--- src/sv/pts_pkg.sv ---
// ---------------------------------------------------------------------------
// pts_pkg
// Types and constants shared by the priority task scheduler.
// ---------------------------------------------------------------------------
package pts_pkg;

  localparam logic [4:0] NO_TASK = 5'd16;

  typedef enum logic [2:0] {
    ACT_CREATE    = 3'd0,
    ACT_INIT      = 3'd1,
    ACT_ACTIVATE  = 3'd2,
    ACT_TERMINATE = 3'd3,
    ACT_CHAIN     = 3'd4
  } action_e;

  typedef enum logic [1:0] {
    RS_SUSPENDED = 2'd0,
    RS_READY     = 2'd1,
    RS_RUNNING   = 2'd2
  } run_state_e;

  typedef enum logic [1:0] {
    STS_OK     = 2'd0,
    STS_DUP    = 2'd1,
    STS_NO_RUN = 2'd2
  } status_e;

  typedef enum logic [3:0] {
    FSM_IDLE,
    FSM_DECODE,
    FSM_RD_RUN,
    FSM_TERM_WR,
    FSM_RD_ID,
    FSM_ID_WR,
    FSM_SCAN,
    FSM_SCAN_END,
    FSM_DECIDE,
    FSM_WR_OLD,
    FSM_WR_NEW,
    FSM_DONE
  } fsm_e;

  typedef struct packed {
    logic [2:0] action;
    logic [3:0] task_id;
    logic [7:0] priority_req;
    logic       autostart;
  } in_word_t;

  typedef struct packed {
    logic [4:0] running_task;
    logic       dispatched;
    logic [1:0] status;
  } out_word_t;

  typedef struct packed {
    logic       created;
    logic [7:0] prio;
    logic       autostart;
    run_state_e run_state;
    logic       activated;
  } slot_ent_t;

endpackage

--- src/sv/priority_task_scheduler.sv ---
// ---------------------------------------------------------------------------
// priority_task_scheduler
// Fixed-priority preemptive task manager over a table of task slots.
// ---------------------------------------------------------------------------
// One service request word in, one result word out. The slot table sits in a
// synchronous memory with one read and one write port. Create does not sweep
// the table. Every other defined action sweeps the whole table once, through
// the one read port, to pick the ready task of highest nonzero priority;
// action codes outside the defined set skip the sweep. Init rewrites the run
// states during the same sweep. A new request is taken once the previous one
// has reached the output register.
module priority_task_scheduler #(
  parameter int TASK_SLOTS = 16
) (
  input  logic                 clk_i,
  input  logic                 rst_ni,
  input  logic                 in_valid_i,
  output logic                 in_stall_o,
  input  pts_pkg::in_word_t    in_word_i,
  output logic                 out_valid_o,
  input  logic                 out_stall_i,
  output pts_pkg::out_word_t   out_word_o
);

  localparam int SLOT_W = (TASK_SLOTS > 1) ? $clog2(TASK_SLOTS) : 1;
  localparam logic [SLOT_W-1:0] LAST_SLOT = SLOT_W'(TASK_SLOTS - 1);

  pts_pkg::fsm_e      state_q, state_d;
  pts_pkg::in_word_t  in_q;
  pts_pkg::out_word_t out_q;
  logic               out_valid_q;

  logic [4:0]         run_q;
  logic               disp_q;
  logic [1:0]         status_q;

  pts_pkg::slot_ent_t mem_q [TASK_SLOTS];
  logic [TASK_SLOTS-1:0] valid_q;
  pts_pkg::slot_ent_t rd_data_q;
  logic               rd_vld_q;

  logic [SLOT_W-1:0]  scan_q;
  logic [SLOT_W-1:0]  pidx_q;
  logic               pend_q;
  logic               found_q;
  logic [7:0]         bestp_q;
  logic [SLOT_W-1:0]  best_q;
  logic [7:0]         runp_q;
  pts_pkg::slot_ent_t best_ent_q;
  pts_pkg::slot_ent_t run_ent_q;

  logic               we;
  logic [SLOT_W-1:0]  wa;
  pts_pkg::slot_ent_t wd;
  logic [SLOT_W-1:0]  rd_addr;

  pts_pkg::slot_ent_t ent;
  pts_pkg::slot_ent_t eff;
  logic               id_ok;
  logic               run_valid;
  logic [SLOT_W-1:0]  id_slot;
  logic [SLOT_W-1:0]  run_slot;
  logic               is_init;
  logic               proc;
  logic               dispatch;
  logic               out_free;
  logic               term_hit;

  assign ent       = rd_vld_q ? rd_data_q : '0;
  assign id_ok     = 32'(in_q.task_id) < TASK_SLOTS;
  assign run_valid = (run_q != pts_pkg::NO_TASK) && (32'(run_q) < TASK_SLOTS);
  assign id_slot   = SLOT_W'(in_q.task_id);
  assign run_slot  = SLOT_W'(run_q);
  assign is_init   = in_q.action == pts_pkg::ACT_INIT;
  assign proc      = ((state_q == pts_pkg::FSM_SCAN) && pend_q) ||
                     (state_q == pts_pkg::FSM_SCAN_END);
  assign dispatch  = found_q && !(run_valid && (runp_q >= bestp_q));
  assign out_free  = !out_valid_q || !out_stall_i;
  assign term_hit  = (in_q.action == pts_pkg::ACT_TERMINATE) ||
                     (ent.run_state == pts_pkg::RS_RUNNING);

  always_comb begin
    eff = ent;
    if (is_init) begin
      eff.run_state = ent.autostart ? pts_pkg::RS_READY : pts_pkg::RS_SUSPENDED;
    end
  end

  // next state
  always_comb begin
    state_d = state_q;
    case (state_q)
      pts_pkg::FSM_IDLE: begin
        if (in_valid_i) state_d = pts_pkg::FSM_DECODE;
      end
      pts_pkg::FSM_DECODE: begin
        case (in_q.action)
          pts_pkg::ACT_CREATE:   state_d = id_ok ? pts_pkg::FSM_RD_ID : pts_pkg::FSM_DONE;
          pts_pkg::ACT_INIT:     state_d = pts_pkg::FSM_SCAN;
          pts_pkg::ACT_ACTIVATE: state_d = id_ok ? pts_pkg::FSM_RD_ID : pts_pkg::FSM_SCAN;
          pts_pkg::ACT_TERMINATE: begin
            state_d = run_valid ? pts_pkg::FSM_RD_RUN : pts_pkg::FSM_SCAN;
          end
          pts_pkg::ACT_CHAIN: begin
            if (run_valid) state_d = pts_pkg::FSM_RD_RUN;
            else if (id_ok) state_d = pts_pkg::FSM_RD_ID;
            else state_d = pts_pkg::FSM_SCAN;
          end
          default: state_d = pts_pkg::FSM_DONE;
        endcase
      end
      pts_pkg::FSM_RD_RUN: state_d = pts_pkg::FSM_TERM_WR;
      pts_pkg::FSM_TERM_WR: begin
        if ((in_q.action == pts_pkg::ACT_CHAIN) && id_ok) state_d = pts_pkg::FSM_RD_ID;
        else state_d = pts_pkg::FSM_SCAN;
      end
      pts_pkg::FSM_RD_ID: state_d = pts_pkg::FSM_ID_WR;
      pts_pkg::FSM_ID_WR: begin
        if (in_q.action == pts_pkg::ACT_CREATE) state_d = pts_pkg::FSM_DONE;
        else state_d = pts_pkg::FSM_SCAN;
      end
      pts_pkg::FSM_SCAN: begin
        if (scan_q == LAST_SLOT) state_d = pts_pkg::FSM_SCAN_END;
      end
      pts_pkg::FSM_SCAN_END: state_d = pts_pkg::FSM_DECIDE;
      pts_pkg::FSM_DECIDE: begin
        if (!dispatch) state_d = pts_pkg::FSM_DONE;
        else if (run_valid) state_d = pts_pkg::FSM_WR_OLD;
        else state_d = pts_pkg::FSM_WR_NEW;
      end
      pts_pkg::FSM_WR_OLD: state_d = pts_pkg::FSM_WR_NEW;
      pts_pkg::FSM_WR_NEW: state_d = pts_pkg::FSM_DONE;
      pts_pkg::FSM_DONE: begin
        if (out_free) state_d = pts_pkg::FSM_IDLE;
      end
      default: state_d = pts_pkg::FSM_IDLE;
    endcase
  end

  // memory controls
  always_comb begin
    we      = 1'b0;
    wa      = '0;
    wd      = ent;
    rd_addr = '0;
    case (state_q)
      pts_pkg::FSM_RD_RUN: rd_addr = run_slot;
      pts_pkg::FSM_RD_ID:  rd_addr = id_slot;
      pts_pkg::FSM_TERM_WR: begin
        we           = term_hit;
        wa           = run_slot;
        wd.run_state = pts_pkg::RS_SUSPENDED;
        wd.activated = 1'b0;
      end
      pts_pkg::FSM_ID_WR: begin
        wa = id_slot;
        if (in_q.action == pts_pkg::ACT_CREATE) begin
          we           = !ent.created;
          wd.created   = 1'b1;
          wd.prio      = in_q.priority_req;
          wd.autostart = in_q.autostart;
          wd.run_state = pts_pkg::RS_SUSPENDED;
          wd.activated = 1'b0;
        end else begin
          we = 1'b1;
          if (!ent.activated && (ent.run_state == pts_pkg::RS_SUSPENDED)) begin
            wd.run_state = pts_pkg::RS_READY;
            wd.activated = 1'b1;
          end else begin
            wd.run_state = pts_pkg::RS_SUSPENDED;
            wd.activated = 1'b0;
          end
        end
      end
      pts_pkg::FSM_SCAN, pts_pkg::FSM_SCAN_END: begin
        rd_addr = scan_q;
        we      = proc && is_init;
        wa      = pidx_q;
        wd      = eff;
      end
      pts_pkg::FSM_WR_OLD: begin
        we           = 1'b1;
        wa           = run_slot;
        wd           = run_ent_q;
        wd.run_state = pts_pkg::RS_READY;
      end
      pts_pkg::FSM_WR_NEW: begin
        we           = 1'b1;
        wa           = best_q;
        wd           = best_ent_q;
        wd.run_state = pts_pkg::RS_RUNNING;
      end
      default: ;
    endcase
  end

  // slot table
  always_ff @(posedge clk_i) begin
    if (we) mem_q[wa] <= wd;
    rd_data_q <= mem_q[rd_addr];
  end

  always_ff @(posedge clk_i or negedge rst_ni) begin
    if (!rst_ni) begin
      valid_q  <= '0;
      rd_vld_q <= 1'b0;
    end else begin
      if (we) valid_q[wa] <= 1'b1;
      rd_vld_q <= valid_q[rd_addr];
    end
  end

  // control
  always_ff @(posedge clk_i or negedge rst_ni) begin
    if (!rst_ni) begin
      state_q     <= pts_pkg::FSM_IDLE;
      run_q       <= pts_pkg::NO_TASK;
      out_valid_q <= 1'b0;
      pend_q      <= 1'b0;
      scan_q      <= '0;
      found_q     <= 1'b0;
      bestp_q     <= '0;
      disp_q      <= 1'b0;
      status_q    <= pts_pkg::STS_OK;
    end else begin
      state_q <= state_d;
      pend_q  <= state_q == pts_pkg::FSM_SCAN;
      scan_q  <= (state_q == pts_pkg::FSM_SCAN) ? scan_q + SLOT_W'(1) : '0;

      if (state_q == pts_pkg::FSM_IDLE) begin
        found_q  <= 1'b0;
        bestp_q  <= '0;
        disp_q   <= 1'b0;
        status_q <= pts_pkg::STS_OK;
      end

      if (state_q == pts_pkg::FSM_DECODE) begin
        if ((in_q.action == pts_pkg::ACT_CREATE) && !id_ok) status_q <= pts_pkg::STS_DUP;
        if ((in_q.action == pts_pkg::ACT_TERMINATE) && !run_valid) begin
          status_q <= pts_pkg::STS_NO_RUN;
        end
      end

      if ((state_q == pts_pkg::FSM_ID_WR) && (in_q.action == pts_pkg::ACT_CREATE) &&
          ent.created) begin
        status_q <= pts_pkg::STS_DUP;
      end

      if ((state_q == pts_pkg::FSM_TERM_WR) && term_hit) run_q <= pts_pkg::NO_TASK;

      if (proc && (eff.run_state == pts_pkg::RS_READY) && (eff.prio > bestp_q)) begin
        found_q <= 1'b1;
        bestp_q <= eff.prio;
      end

      if (state_q == pts_pkg::FSM_WR_NEW) begin
        run_q  <= 5'(best_q);
        disp_q <= 1'b1;
      end

      if ((state_q == pts_pkg::FSM_DONE) && out_free) begin
        out_valid_q <= 1'b1;
      end else if (!out_stall_i) begin
        out_valid_q <= 1'b0;
      end
    end
  end

  // payload
  always_ff @(posedge clk_i) begin
    if ((state_q == pts_pkg::FSM_IDLE) && in_valid_i) in_q <= in_word_i;
    if (state_q == pts_pkg::FSM_SCAN) pidx_q <= scan_q;
    if (proc) begin
      if (run_valid && (pidx_q == run_slot)) begin
        run_ent_q <= eff;
        runp_q    <= eff.prio;
      end
      if ((eff.run_state == pts_pkg::RS_READY) && (eff.prio > bestp_q)) begin
        best_q     <= pidx_q;
        best_ent_q <= eff;
      end
    end
    if ((state_q == pts_pkg::FSM_DONE) && out_free) begin
      out_q.running_task <= run_q;
      out_q.dispatched   <= disp_q;
      out_q.status       <= status_q;
    end
  end

  assign in_stall_o  = state_q != pts_pkg::FSM_IDLE;
  assign out_valid_o = out_valid_q;
  assign out_word_o  = out_q;

endmodule
--- config.mk ---
export PLATFORM = sky130hd
export DESIGN_NAME = priority_task_scheduler
export DESIGN_NICKNAME = d
export VERILOG_FILES = /design/src/sv/pts_pkg.sv /design/src/sv/priority_task_scheduler.sv
export SDC_FILE = /design/constraint.sdc
export NUM_CORES = 1
export LEC_CHECK = 0
export ABC_AREA = 1
export BUFFER_PORTS_ARGS = -buffer_cell sky130_fd_sc_hd__buf_2
export CORE_MARGIN = 2
export CORE_UTILIZATION = 40
export DETAILED_ROUTE_END_ITERATION = 7
export GPL_TIMING_DRIVEN = 0
export PLACE_DENSITY = 0.64
export RECOVER_POWER = 100
export SETUP_SLACK_MARGIN = 0.2
export SLEW_MARGIN = 10
export SYNTH_ARGS = -nofsm -noshare
export SYNTH_HDL_FRONTEND = slang
export SYNTH_SLANG_ARGS = --single-unit
--- constraint.sdc ---
create_clock -name clk_i -period 3.79 [get_ports clk_i]
set_input_delay 0.379 -clock clk_i [delete_from_list [all_inputs] [get_ports clk_i]]
set_output_delay 0.379 -clock clk_i [all_outputs]
set_load 0.02 [all_outputs]
# Word level (Yosys, flattened, before mapping)
# Memories as Yosys holds them, arrays and structs flattened. A register that Yosys moved wholly into a read port is not among the register bits.
# Index checks and enable logic that the tools add are counted.
# word_totals
regBits,98
mem_bits_rw,208
inputBits,20
output_inout_bits,10
word_cells,144
n_memories,1
# memory_table
memory,depth,width,read_ports,rd_clocked_by_memory_dff,write_ports,line_no,text
mem_q,16,13,1,1,1,priority_task_scheduler.sv:37,pts_pkg::slot_ent_t mem_q [TASK_SLOTS];
# op_classes
n_addsub,1
magnitude_cmp,6
n_eq_ne,24
muxes,43
bitwise_logic,1
reduce_logical,40
# ops
operator,count
4-bit case mux with 12 select lines,1
4-bit case mux with 4 select lines,2
10-bit case mux with 3 select lines,1
4-bit equality test (second input constant),5
4-bit two-way mux,5
2-bit two-way mux,9
1-bit logical AND,17
4-bit by 3-bit equality test with 1-bit output (second input constant),4
8-bit two-way mux,2
16-bit OR,1
3-bit case mux with 5 select lines,1
13-bit two-way mux,1
4-bit case mux with 3 select lines,1
1-bit two-way mux,11
4-bit by 5-bit < comparator with 1-bit output (second input constant),2
10-bit two-way mux,1
5-bit two-way mux,2
3-bit two-way mux,3
4-bit by 2-bit equality test with 1-bit output (second input constant),2
8-bit greater-or-equal comparator,1
8-bit greater-than comparator,1
2-bit OR reduction,4
3-bit by 2-bit equality test with 1-bit output (second input constant),2
1-bit zero test,6
other kinds (23),30

# Logic depth before layout (Yosys ltp)
# logic_depth
depth_word,8
mapped_depth,14

# Worst setup path before layout
# No wires, ideal clock.
# synth_timing
path_type,reg-to-reg
from,register state_q[3]
to,"register run_ent_q[0] (netlist name), enable pin"
arrival_ns,2.123
slack_ns,1.259
path_stages_with_launch,6
path_buffers,0
cell_sequence,dfrtp_1 -> inv_2 -> nand2_1 -> nor2_1 -> o21ai_0 -> nor4_1
# synth_between
elab_chain_cells,4
word_cells_on_any_way,5
classes_between,eq/ne (2); reduce/logical (3)
# synth_lines
element,line_no,text
"start, declared",priority_task_scheduler.sv:28,"pts_pkg::fsm_e state_q, state_d;"
"start signal, assigned",priority_task_scheduler.sv:216,state_q <= pts_pkg::FSM_IDLE;
"start signal, assigned",priority_task_scheduler.sv:226,state_q <= state_d;
4-bit by 3-bit equality test with 1-bit output,priority_task_scheduler.sv:75,assign proc = ((state_q == pts_pkg::FSM_SCAN) && pend_q) ||
1-bit logical AND,priority_task_scheduler.sv:75,
1-bit logical OR *,priority_task_scheduler.sv:75,
2-bit AND reduction (no line) *,--,
"end signal, assigned",priority_task_scheduler.sv:275,run_ent_q <= eff;
"end, declared",priority_task_scheduler.sv:50,pts_pkg::slot_ent_t run_ent_q;
# Mark *: on every way between the ends. The rest lies on a longest branch, timed or not.
# A chain may end at the register's enable or synchronous reset.

==> flow_summary.json <==
{
  "status": "finished, violations left",
  "violations": "max-capacitance violations, max-slew violations",
  "drv_cap": 3,
  "cts.sinks": 319,
  "die_h_um": 194,
  "ys_seq_elements": 319,
  "ys_seq_area_share_pct": 63.8,
  "post-route-worst-setup-slack_ns": 0.285,
  "syn_inst": 1446,
  "path_max_fanout": 9,
  "synthTopCellsByCount": "299 x inv_1, 262 x edfxtp_1, 232 x nand2_1",
  "reg2reg_from": "state_q[3]",
  "cp-start-kind": "register",
  "clock_skew_ns": 0.0286,
  "cts_root_buffer": "clkbuf_16",
  "vdd_drop_max_mv": 0.503,
  "max_clock_freq_mhz": 285,
  "post_synth_instance_area_mm2": 0.0145,
  "cts_setup_buffers": 0,
  "met3_usage_pct": 2.73,
  "synth_cell_types": 36,
  "drt-total-wl_mm": 41.0,
  "placed_cell_area_mm2": 0.0154,
  "wl_per_cell_um": 20.4,
  "vias": 10700,
  "whs_ns": 0.0217,
  "async_flop_share_pct": 13.8,
  "tns_ns": 0,
  "power.density_mw_per_mm2": 788,
  "min_period_ns": 3.50,
  "overflow": 0,
  "r2r-end": "mem_q[4][4]",
  "grt_pass1_vias": 10300,
  "min_path_type": "in2reg",
  "holdCritStartpoint": "in_word_i[2]",
  "grt_pass1_wl_mm": 62.1,
  "path_common_cell": "nand2_1",
  "rows": 69,
  "end_kind": "register",
  "yosysMostFrequentCell": "inv_1",
  "grt_max_degree": 45,
  "cts_tree": "done",
  "htreeDepth": 2,
  "avgSynthCellArea_um2": 10.0,
  "drt_first_pass_iters": 6,
  "setup_viol": 0,
  "fin_nets": 1564,
  "cts-buffers-inserted": 37,
  "clockBufferDepth": 3,
  "max_stage_delay_ns": 1.17,
  "grt_use_met2_pct": 35.3,
  "track_usage_pct": 21.7,
  "clock_latency_ns": 0.54,
  "critPathRequiredTime_ns": 4.01,
  "worstMarginPinSlew_ns": 2.63,
  "p_leak_nw": 7.14,
  "synth_edf_count": 262,
  "place_congestion": 0.921,
  "io_pins": 30,
  "cp_cell_sequence": "inv_1, nand2_1, nor2_1, nand2_1, nand2_1, inv_1, o21ai_0, clkbuf_1",
  "ctsResizeCount": 0,
  "slowest_stage": "o21ai_0",
  "place.detailed.hpwl_mm": 28.3,
  "drc": 0,
  "hold_violations": 0,
  "slew_headroom_pct": -75.5,
  "antenna_found_initial": 0,
  "start_util_pct": 40.7,
  "dieArea_mm2": 0.0377,
  "cts_hold_buf": 0,
  "coreArea_mm2": 0.0356,
  "use_met1_pct": 29.8,
  "whs_endpoint": "in_q[2]",
  "first_iter_violations": 1140,
  "synth_top_cell_area_share_pct": 54.3,
  "ys_warn_count": 0,
  "holdPathStages": 1,
  "grt_busiest_layer": "met2",
  "rsz0062_at_grt": "no",
  "critPathKind": "reg2reg",
  "syn_nets": 1483,
  "place_ws_ns": 0.368,
  "ys_top_cells_by_area": "edfxtp_1 54%, inv_1 7.8%, nand3_1 7.7%",
  "diodes": 0,
  "synth_ff_type": "edfxtp_1",
  "dieWidth_um": 194,
  "io_buffers": 29,
  "antenna_left": 0,
  "synth_top_area_cell": "edfxtp_1",
  "rr_worst_depth": 8,
  "slew_viol_final": 63,
  "cp-startpoint": "state_q[3]",
  "regToRegSetupSlack_ns": 0.29,
  "drive_gt1_share_pct": 7.41,
  "critPathArrivalTime_ns": 3.72,
  "clkTransAtPathRegs_ns": 0.06,
  "fin_crit_sh_pct": 92.5,
  "stdcell_area_mm2": 0.0165,
  "areaGrowthSynthToFinish_pct": 14.1,
  "viasPerCell": 5.33
}
cell type report:
class / count / area [um2]
plain buffers: 72 / 310
clock buffers: 45 / 987
clock inverters: 19 / 287
fillers: 3374 / 19100
inverters: 309 / 1160
multi-input cells: 746 / 3780
flip-flops and latches: 319 / 9230
well taps: 461 / 577
repair buffers: 42 / 179
placed cells by master (no fill, tap or decap), types with 2 or more instances in the layout:
cell / n
o22ai_1: 7
o21ai_1: 2
nand2_1: 234
clkbuf_16: 38
edfxtp_1: 262
nor2_1: 58
a21oi_1: 19
o21ai_0: 29
nand4_1: 116
buf_2: 46
ha_1: 17
inv_1: 306
buf_1: 6
nand3_1: 224
clkbuf_1: 67
o2111ai_1: 5
a22o_1: 7
o221ai_1: 2
dfrtp_1: 43
bufinv_16: 7
clkinv_2: 2
xor2_1: 2
nor3_2: 2
clkinv_1: 8
xnor2_1: 3
dfxtp_1: 13
nand3_2: 5
nor2_2: 7
through the flow:
stage,total power (W),utilization (%),cells
after detailed placement,0.00953,43.4,1949
after floorplan,0.00746,-,1446
after global placement,0.00915,42.7,1936
after CTS,0.0133,47.0,2013
after global routing,0.0136,46.4,2013
final,0.0130,46.4,2013
routing by layer:
layer / part of all wire [%] / vias to the layer above
met1: 42 / 5110
met4: 4.5 / 0
met2: 46 / 494
li1: - / 5035
met5: 0 / -
met3: 7.8 / 100
state kept, by name (all words and copies together) (netlist names), 2 cells and up:
name / count
run_ent_q: 11
valid_q: 16
best_q: 4
rd_data_q: 13
in_q: 12
pidx_q: 4
mem_q: 208
run_q: 5
out_word_o: 8
state_q: 4
id_slot: 4
scan_q: 4
status_q: 2
best_ent_q: 11
bestp_q: 8
cell families (layout without fill, tap and decap cells):
family	after synthesis	count (layout)	synth area share [%]
xor+xnor	5	5	0.303
simple gates	648	648	21.2
fa+ha+maj	17	17	1.47
compound gates	76	76	3.15
flops	319	319	63.8
buf+inv	381	487	10.2
where the power goes:
part           internal, W  switching (W)  total (W)
Clock              0.00233        0.00144    0.00377
Combinational     0.000962        0.00322    0.00418
Sequential         0.00487       0.000182    0.00505
critical path, delay by kind of cell, from the launching register on:
family / cells / cell delay [ns]
AOI/OAI and AO/OA: 1 / 1.17
buffers and inverters: 3 / 0.88
DFF: 1 / 0.44
and+or+nand+nor: 4 / 0.71
worst max-delay path by stage:
| stage | end | slack, ns | depth (start not counted) |
|---|---|---|---|
| after CTS | mem_q[15][11] | 0.36 | 9 |
| after floorplan | run_ent_q[0] | 1.26 | 5 |
| final | mem_q[4][4] | 0.29 | 8 |
| after detailed placement | mem_q[15][9] | 0.37 | 9 |
| after global placement | mem_q[2][7] | -0.47 | 7 |
| after global routing | mem_q[4][4] | 0.14 | 9 |
(Power assumes the default switching activity.)
